===== src/rtl/buddy_free_map_coalescer_macros.svh =====
`ifndef BUDDY_FREE_MAP_COALESCER_MACROS_SVH
`define BUDDY_FREE_MAP_COALESCER_MACROS_SVH

// Same-cycle implication, sampled on the rising edge, off during reset.
`define BFM_ASSERT_IMP(label, clk, rst_n, ante, cons, msg) \
    label: assert property (@(posedge clk) disable iff (!rst_n) (ante) |-> (cons)) \
        else $error(msg);

// Next-cycle implication, sampled on the rising edge, off during reset.
`define BFM_ASSERT_NXT(label, clk, rst_n, ante, cons, msg) \
    label: assert property (@(posedge clk) disable iff (!rst_n) (ante) |=> (cons)) \
        else $error(msg);

`endif


===== src/rtl/bfm_pkg.sv =====
package bfm_pkg;

    localparam int ADDR_BITS_DEF = 10;
    localparam int MAX_ROW_BITS  = 32;
    localparam int OP_W          = 2;
    localparam int ORDER_W       = 4;
    localparam int STATUS_W      = 2;

    typedef enum logic [OP_W-1:0] {
        OP_INSERT   = 2'd0,
        OP_COALESCE = 2'd1,
        OP_PROBE    = 2'd2,
        OP_FIND     = 2'd3
    } op_t;

    typedef enum logic [STATUS_W-1:0] {
        ST_OK  = 2'd0,
        ST_BAD = 2'd1,
        ST_DUP = 2'd2
    } status_t;

    typedef enum logic [3:0] {
        S_CLEAR,
        S_IDLE,
        S_CHECK,
        S_CO_RD_CHILD,
        S_CO_RD_PARENT,
        S_CO_WR_PARENT,
        S_FI_INIT,
        S_FI_RD,
        S_FI_EVAL,
        S_DONE
    } state_t;

endpackage


===== src/rtl/bfm_first_set.sv =====
module bfm_first_set import bfm_pkg::*; #(
    parameter int W = MAX_ROW_BITS
) (
    input  logic [W-1:0]         vec,
    output logic                 hit,
    output logic [$clog2(W)-1:0] pos
);
    localparam int PW = $clog2(W);

    // Lowest set bit wins: scan from the top down.
    always_comb
    begin
        hit = |vec;
        pos = '0;
        for (int i = W - 1; i >= 0; i--)
        begin
            if (vec[i])
            begin
                pos = PW'(i);
            end
        end
    end
endmodule


===== config.mk =====
export PLATFORM = sky130hd
export DESIGN_NAME = bfm_first_set
export DESIGN_NICKNAME = d
export VERILOG_FILES = /design/src/rtl/buddy_free_map_coalescer_macros.svh /design/src/rtl/bfm_pkg.sv /design/src/rtl/bfm_first_set.sv
export SDC_FILE = /design/constraint.sdc
export NUM_CORES = 1
export LEC_CHECK = 0
export BUFFER_PORTS_ARGS = -buffer_cell sky130_fd_sc_hd__buf_2
export CAP_MARGIN = 20
export CORE_AREA = 2 2 39 41
export DETAILED_ROUTE_END_ITERATION = 10
export DIE_AREA = 0 0 41 43
export PLACE_DENSITY = 0.67
export REMOVE_ABC_BUFFERS = 1
export SLEW_MARGIN = 20
export SYNTH_ARGS = -nofsm -noshare
export SYNTH_HDL_FRONTEND = slang
export SYNTH_SLANG_ARGS = --single-unit

===== constraint.sdc =====
create_clock -name vclk -period 2.7
set_clock_uncertainty 0.15 [all_clocks]
set_input_delay 0.135 -clock vclk [all_inputs]
set_output_delay 0.135 -clock vclk [all_outputs]
set_load 0.005 [all_outputs]

# Word-level counts from Yosys, hierarchy flattened
# Cells that the tools add are included.
dict set report word_totals {
  regBits 0
  inputBits 32
  out_inout_bits 6
  wordCells 33
}
dict set report classes {
  mux 32
  reduce_logical 1
}
# op n
set ops {}
lappend ops {{$mux W5} 32}
lappend ops {{$reduce_or A32 Y1} 1}

# Depth between registers and ports, before layout
# Gate-level depths: netlist of the first run.
dict set report depth {
  depth_word 32
  mapped_depth 5
  ltp_nobuf 5
}

# Worst setup path before layout of the first run
# OpenSTA, ideal clock, no wires.
dict set report synth_timing {
  path_type {input-to-output}
  start {in vec[19]}
  end {out pos[2]}
  t_arrival_ps 1023
  required_time_ps 2415
  path_slack_ps 1392
  stages 4
  path_buffers 0
  path_cell_list {or4_4 > o21ai_1 > nand2_1 > a21boi_2}
}
dict set report synth_via {
  elab_chain_len 20
}
# element line_no
set synth_rtl {}
lappend synth_rtl {{from (decl)} bfm_first_set.sv:4} ;# input logic [W-1:0] vec,
lappend synth_rtl {{$mux W5 (20 in series)} bfm_first_set.sv:17} ;# if (vec[i])
lappend synth_rtl {{to (decl)} bfm_first_set.sv:6} ;# output logic [$clog2(W)-1:0] pos
# No other way between the ends.

# Final worst setup path of the first run
dict set report layout_timing {
  start {in vec[28]}
  end {out pos[0]}
}
dict set report layout_via {
  elab_chain_len 29
}
# element line_no
set layout_rtl {}
lappend layout_rtl {{$mux W5 (29 in series)} bfm_first_set.sv:17}
# No other way between the ends.

==> out/metrics.csv, run 1 <==
metric,value,unit
Synth warnings,0,
Max Freq,0.6207,GHz
Sum Neg Setup Slack,0,ns
total wire length,1.248,mm
Pwr Density,109.5,mW/mm²
Avg WL per Cell,10.49,µm
WHS,0.4033,ns
combined area of the multi-input logic cells,362.8,µm²
element type at the critical path end,output pin,
number of setup violations in the final report,0,
Yosys cell types,24,
Initial Util,0.2785,
worst hold path depth,3,
outcome,completed,
final slew viol count,0,
CP Class,input port to output pin,
drt pass-1 iters,4,
Tot Pwr,0.00006521,W
via count,624,
top cell types by occurrence after synthesis,"10 x nor2_1, 7 x a21oi_1, 7 x nor4_1, 6 x inv_1, 5 x nor3_1",
most frequent cell on the critical path,buf_2,
Iter 0 DRT Violations,3,
WP data required,2.41,ns
fraction of layout cells with a size suffix above 1,0.4175,
Cells after Synth,65,
Die Y,43,µm
Final Cycle Share,0.5967,
die footprint,0.001763,mm²
CP Launch Type,input port,
Post-DRT Antenna Nets,0,
max incr delay on CP,0.27,ns
Comb power frac,1.000,
Post-Layout Cell Count,119,
placed cells,119,
hold buffers post-CTS,0,
Synth area leader,nor4_1,
Max-cap violations,0,
gr ovfl total,0,
Worst path slowest cell,a221oi_1,
leak pwr,0.2718,nW
CP Max Fanout,5,
minimum clock period,1.611,ns
post-route setup slack,1.089,ns
layout overhead on the synthesized area,54.55,%
pre-CTS WS,1.115,ns
clock network power share,0,
vias in the first global route,556,
die width,41,µm
Reg area,0,µm²
DR vias/cell,5.244,
VDD IR max,0.00004735,V
Sw Ratio,0.5288,
Final Hold Fails,0,
# IOs,38,
Core Region,0.001384,mm²
Flop pwr share,0,
post-CTS sizing,0,
seq_cells,0,
top-count cell post-synth,nor2_1,
sw power,0.00003448,W
number of nets in the layout,137,
crit path DAT,1.33,ns
Tightest Hold Check Type,input port to output pin,
RSZ-0062 raised after global routing,false,
initial antenna violation count,0,
clkbuf count,0,
first-pass GRT wire length,2.097,mm
Port Buffers,38,
largest net degree at the start of global routing,6,
HPWL after DPL,1.133,mm
num rows,14,
"Avg Cell Area, Syn",5.929,µm²
Worst Tran Pin Value,0.5258,ns
internal power,0.00003073,W
setup bufs post-CTS,0,
register area share after synthesis,0,
Slew HR,0.6462,
layout filler cell count,156,
GPL Wtd Cong,0.8175,
DRC viols,0,
crit-path cells,buf_2 -> nor3b_1 -> nor3_1 -> o31ai_1 -> o2111ai_1 -> a221oi_1 -> buf_2,
ranking of synthesized cells by area,"nor4_1 11%, nor2_1 9.7%, a21oi_1 9.1%",
n_diodes,0,
top-area cell type share of the netlist area,0.1136,
Tot GR Track Use,0.1578,
Synth Cell Area,385.4,µm²
-- kinds of logic after synthesis --
logic type             share of synthesized area
and+or+nand+nor                           0.5552
AOI/OAI and AO/OA                         0.3864
buffers and inverters                    0.05844
-- routing by layer --
layer  part of all wire  up-vias  GRT usage  wire length, µm
met1               0.46      269     0.2089              575
met3              0.056        0    0.01571               70
li1                   -      336          -                -
met4                  0        0    0.01333                0
met5                  0        -          0                0
met2               0.48       19     0.2719              602
-- cell usage in the layout, fill, tap and decap left out --
master / Yosys / final
nor3_2: 2 / 2
nor2b_1: 1 / 1
o21a_1: 1 / 1
o21ai_1: 1 / 1
nand2_1: 3 / 3
a21o_1: 1 / 1
nand3_1: 1 / 1
a211oi_1: 1 / 1
a2111oi_0: 2 / 2
nor4_1: 7 / 7
or4_4: 2 / 2
nand4_1: 1 / 1
nor2_1: 10 / 10
and2_1: 1 / 1
o31ai_1: 4 / 4
a221oi_1: 1 / 1
nor3_1: 5 / 5
or4_1: 2 / 2
buf_2: 0 / 38
a21boi_2: 1 / 1
o21ai_0: 2 / 2
inv_1: 6 / 6
nor3b_1: 2 / 2
a21oi_1: 7 / 7
o2111ai_1: 1 / 1
-- path summary, 6_finish.rpt --
kind / from / endpoint / slack (ns)
worst min-delay path: vec[0] / pos[0] / 0.40
worst max-delay path: vec[28] / pos[0] / 1.09
-- final cells by class --
class | count | share of cell area
multi-input cells | 59 | 0.6092
repair buffers | 38 | 0.3193
inverters | 6 | 0.03782
well taps | 16 | 0.03361
-- through the flow --
stage,cell area (µm²),utilization
after CTS,595.6,0.4304
final,595.6,0.4304
after floorplan,385.4,-
after detailed placement,595.6,0.4304
after global placement,595.6,0.4304
after global routing,595.6,0.4304
-- critical path, delay by kind of cell --
family          cells  cell delay (ns)
buf+inv             2             0.29
compound gates      3             0.61
simple gates        2             0.29
-- power groups by stage --
stage	combinational [W]	sequential [W]	clock (W)
final	0.0000652	0	0
after global routing	0.0000737	0	0
after CTS	0.0000655	0	0
after detailed placement	0.0000651	0	0
after global placement	0.0000643	0	0
after floorplan	0.0000217	0	0
Note: power is estimated with default switching activity, not from simulation.
==> run 2: changes to the inputs <==
--- a/config.mk
+++ b/config.mk
@@ -10,7 +10,7 @@
 export CORE_AREA = 2 2 39 41
 export DETAILED_ROUTE_END_ITERATION = 10
 export DIE_AREA = 0 0 41 43
-export PLACE_DENSITY = 0.67
+export PLACE_DENSITY = 0.69
 export REMOVE_ABC_BUFFERS = 1
 export SLEW_MARGIN = 20
 export SYNTH_ARGS = -nofsm -noshare
==> constraint.sdc (replaced) <==
create_clock -name vclk -period 1.3
set_clock_uncertainty 0.15 [all_clocks]
set_input_delay 0.065 -clock vclk [all_inputs]
set_output_delay 0.065 -clock vclk [all_outputs]
set_load 0.005 [all_outputs]
==> run 2 against run 1 <==
Against the previous run: global-route usage rose by 2.6 points; hold slack worse by 0.041 ns; die area stayed put; critical path type unchanged; routed wire length up 30%; the flow now finishes with violations (negative setup slack); critical path depth unchanged; via count up 19%; design area increased by 48%; count of clock-buffer cells in the layout stayed put; highest routed layer is now met4; first-iteration DRC count grew to 3.3 times the previous value; critical endpoint is now pos[2].
==> out/metrics.csv, run 2 (synthesis gave the netlist of run 1 again) <==
metric,value,unit,change
leak pwr,0.4026,nW,+48%
Max Freq,0.6715,GHz,
post-route setup slack,-0.1893,ns,-1.278 ns
fraction of layout cells with a size suffix above 1,0.6364,,+0.2189
Sum Neg Setup Slack,-0.6622,ns,-0.6622 ns
Die Y,43,µm,unchanged
Tightest Hold Check Type,input port to output pin,,
# IOs,38,,unchanged
number of setup violations in the final report,6,,+6
layout filler cell count,119,,-24%
DRC viols,0,,unchanged
num rows,14,,unchanged
most frequent cells in the layout,"30 x buf_2, 19 x buf_4, 7 x nor2_1, 7 x buf_6",,
DR vias/cell,5.438,,+3.7%
Tot GR Track Use,0.1840,,+0.02616
element type at the critical path end,output pin,,
Initial Util,0.2785,,unchanged
"commonest non-fill, non-tap cell in the layout",buf_2,,
Core Region,0.001384,mm²,unchanged
Max-cap violations,0,,unchanged
n_diodes,0,,unchanged
Final Hold Fails,0,,unchanged
GPL Wtd Cong,0.8405,,+2.8%
Final Cycle Share,1.146,,
final slew viol count,0,,unchanged
Worst Tran Pin Value,0.5320,ns,+0.006200 ns
Post-Layout Cell Count,137,,+15%
Port Buffers,38,,unchanged
vias in the first global route,656,,+18%
initial antenna violation count,0,,unchanged
CP Max Fanout,3,,-2
CP Launch Type,input port,,
Pwr Density,248.2,mW/mm²,+130%
Post-DRT Antenna Nets,0,,unchanged
total wire length,1.620,mm,+30%
RSZ-0062 raised after global routing,true,,
via count,745,,+19%
seq_cells,0,,unchanged
Iter 0 DRT Violations,10,,+7
clkbuf count,0,,unchanged
HPWL after DPL,1.253,mm,+11%
gr ovfl total,0,,unchanged
largest net degree at the start of global routing,6,,unchanged
drt pass-1 iters,4,,unchanged
layout overhead on the synthesized area,129.2,%,
die width,41,µm,unchanged
Avg WL per Cell,11.82,µm,+13%
VDD IR max,0.0001440,V,+200%
minimum clock period,1.489,ns,
crit path DAT,1.27,ns,-0.06 ns
WP data required,1.09,ns,-1.32 ns
failing checks,negative setup slack,,
number of nets in the layout,155,,+13%
CP Class,input port to output pin,,
placed cells,137,,+15%
outcome,"complete, but fails checks",,
first-pass GRT wire length,2.449,mm,+17%
die footprint,0.001763,mm²,unchanged
Reg area,0,µm²,unchanged
Slew HR,0.6362,,-0.01007
run 2: cell count changes in the layout (fill, tap and decap cells not counted), sizes merged:
cell,before,now
buf,38,56
run 2: path summary, 6_finish.rpt:
kind,startpoint,to,depth (start not counted),slack [ns]
setup / recovery,vec[20],pos[2],7,-0.19
hold / removal,vec[0],pos[0],4,0.36
run 2: cell type report:
| cell class | count | area (µm²) | area share |
|---|---|---|---|
| tap | 16 | 20.02 | 0.02266 |
| timing repair buffer | 56 | 371.6 | 0.4207 |
| multi-input combinational | 59 | 469.2 | 0.5312 |
| inverter | 6 | 22.52 | 0.02550 |
run 2: worst max-delay path, cell delays in order:
cell and delay [ns]:
buf_6 0.09, or4_4 0.58, a21oi_2 0.18, o21ai_2 0.08, nand2_1 0.10, a21boi_2 0.05, buf_2 0.12
run 2: per-stage QoR:
step	hold WS [ns]	instance area (µm²)	total power (W)	utilization	setup WS, ns
2_1_floorplan	0.01229	385.4	0.00004515	-	0.1323
3_5_place_dp	0.3279	730.7	0.0001737	0.5280	-0.2027
3_3_place_gp	0.3310	730.7	0.0001702	0.5280	-0.1414
5_1_grt	0.3754	883.3	0.0002378	0.6383	-0.2548
4_1_cts	0.3298	794.5	0.0001907	0.5741	-0.1397
6_report	0.3625	883.3	0.0002193	0.6383	-0.1893
run 2: routing by layer:
metal,up-vias,share of wire,GRT usage
met5,-,0,0
met1,340,0.42,0.2603
met4,0,0.0093,0.006667
li1,371,-,-
met2,32,0.52,0.3156
met3,2,0.056,0
run 2: repair_timing:
item	in CTS	in global routing
hold endpoints to repair	0	0
cloned	0	0
pin swaps	9	2
endpoints found under the setup margin	6	6
resized for setup	11	19
hold buffers	0	0
setup buffers	0	0
run 2: report_power, final:
part | switching, W | internal (W)
clock network | 0 | 0
registers | 0 | 0
logic | 0.000101 | 0.000118
==> run 3: changes to the inputs <==
--- a/config.mk
+++ b/config.mk
@@ -10,9 +10,9 @@
 export CORE_AREA = 2 2 39 41
 export DETAILED_ROUTE_END_ITERATION = 10
 export DIE_AREA = 0 0 41 43
+export GPL_TIMING_DRIVEN = 0
 export PLACE_DENSITY = 0.69
 export REMOVE_ABC_BUFFERS = 1
-export SLEW_MARGIN = 20
 export SYNTH_ARGS = -nofsm -noshare
 export SYNTH_HDL_FRONTEND = slang
 export SYNTH_SLANG_ARGS = --single-unit
==> run 3 against run 2 <==
Against the previous run: routed wire length down 13%; the run still ends with negative setup slack left; core utilization down 9.4 points; count of clock-buffer cells in the layout stayed put; final cell count shrank 12%; largest power group unchanged; total power is 17% lower; global-route usage is 2.6 points lower; sequential share of layout area did not move; die area is the same; worst setup slack improved by 0.069 ns.
==> out/metrics.csv, run 3 (synthesis gave the netlist of run 1 again) <==
metric,value,unit,change
outcome,"complete, but fails checks",,
failing checks,negative setup slack,,
Post-DRT Antenna Nets,0,,unchanged
Port Buffers,38,,unchanged
via count,648,,-13%
RSZ-0062 raised after global routing,true,,
most frequent cells in the layout,"30 x buf_2, 8 x nor2_1, 7 x buf_6",,
HPWL after DPL,1.170,mm,-6.6%
Pwr Density,242.1,mW/mm²,-2.5%
layout overhead on the synthesized area,95.45,%,
num rows,14,,unchanged
Sum Neg Setup Slack,-0.4757,ns,+0.1865 ns
WHS,0.2530,ns,-0.1095 ns
leak pwr,0.3195,nW,-21%
post-route cell area,753.2,µm²,-15%
CP Launch Type,input port,,
Placement Cell Area,595.6,µm²,-18%
Final Hold Fails,0,,unchanged
largest net degree at the start of global routing,6,,unchanged
number of nets in the layout,138,,-11%
layout filler cell count,128,,+7.6%
gr ovfl total,0,,unchanged
Iter 0 DRT Violations,4,,-6
Die Y,43,µm,unchanged
die footprint,0.001763,mm²,unchanged
first-pass GRT wire length,2.125,mm,-13%
number of setup violations in the final report,6,,unchanged
Final Cycle Share,1.093,,-0.05274
Max-cap violations,0,,unchanged
Initial Util,0.2785,,unchanged
"commonest non-fill, non-tap cell in the layout",buf_2,,
VDD IR max,0.0001423,V,-1.2%
WP data required,1.09,ns,about the same
Tightest Hold Check Type,input port to output pin,,
n_diodes,0,,unchanged
seq_cells,0,,unchanged
clkbuf count,0,,unchanged
Core Region,0.001384,mm²,unchanged
Worst Tran Pin Value,0.3888,ns,-0.1432 ns
Max Freq,0.7039,GHz,+4.8%
initial antenna violation count,0,,unchanged
total wire length,1.415,mm,-13%
crit path DAT,1.21,ns,-0.06 ns
minimum clock period,1.421,ns,-0.06856 ns
Reg area,0,µm²,unchanged
Slew HR,0.7384,,+0.1023
fraction of layout cells with a size suffix above 1,0.5577,,-0.07867
element type at the critical path end,output pin,,
die width,41,µm,unchanged
Avg WL per Cell,11.79,µm,-0.28%
drt pass-1 iters,2,,-2
DRC viols,0,,unchanged
final slew viol count,0,,unchanged
vias in the first global route,589,,-10%
Tot GR Track Use,0.1580,,-0.02600
DR vias/cell,5.400,,-0.70%
CP Class,input port to output pin,,
pre-CTS WS,-0.1847,ns,+0.01803 ns
CP Max Fanout,3,,unchanged
Final Util,0.5443,,-0.09403
# IOs,38,,unchanged
GPL Wtd Cong,0.8078,,-3.9%
post-route setup slack,-0.1207,ns,+0.06856 ns
run 3: critical path: stages:
cell,delay [ns]
buf_6,0.10
or4_4,0.56
a21oi_2,0.14
o21ai_2,0.07
nand2_1,0.10
a21boi_2,0.05
buf_2,0.13
run 3: final timing paths:
path | from | to | slack, ns | depth (start not counted)
worst max-delay path | vec[22] | pos[2] | -0.12 | 7
worst min-delay path | vec[0] | pos[0] | 0.25 | 3
run 3: report_power, final:
group          internal, W  total (W)  switching, W
clock                    0          0             0
combinational    0.0000894   0.000182     0.0000929
sequential               0          0             0
run 3: layout make-up:
| class | count | area, µm² | share of cell area |
|---|---|---|---|
| multi-input combinational | 59 | 466.7 | 0.6196 |
| timing repair buffer | 39 | 244.0 | 0.3239 |
| inverter | 6 | 22.52 | 0.02990 |
| tap | 16 | 20.02 | 0.02658 |
run 3: what timing repair did:
item	4_1_cts	5_1_grt
resized for setup	11	21
hold buffers	0	0
hold endpoints to repair	0	0
setup buffers	0	1
endpoints found under the setup margin	6	6
pin swaps	8	6
run 3: layer usage:
metal / vias up / global-route usage / wire length, µm / share of wire
met1: 293 / 0.2032 / 616 / 0.44
met3: 0 / 0.005236 / 80 / 0.057
li1: 341 / - / - / -
met5: - / 0 / 0 / 0
met4: 0 / 0 / 0 / 0
met2: 14 / 0.2906 / 718 / 0.51
run 3: through the flow:
stage / total power, W / cells
after floorplan: 0.00004515 / 65
after global placement: 0.0001324 / 119
after detailed placement: 0.0001347 / 119
after CTS: 0.0001526 / 119
after global routing: 0.0002003 / 120
final: 0.0001824 / 120
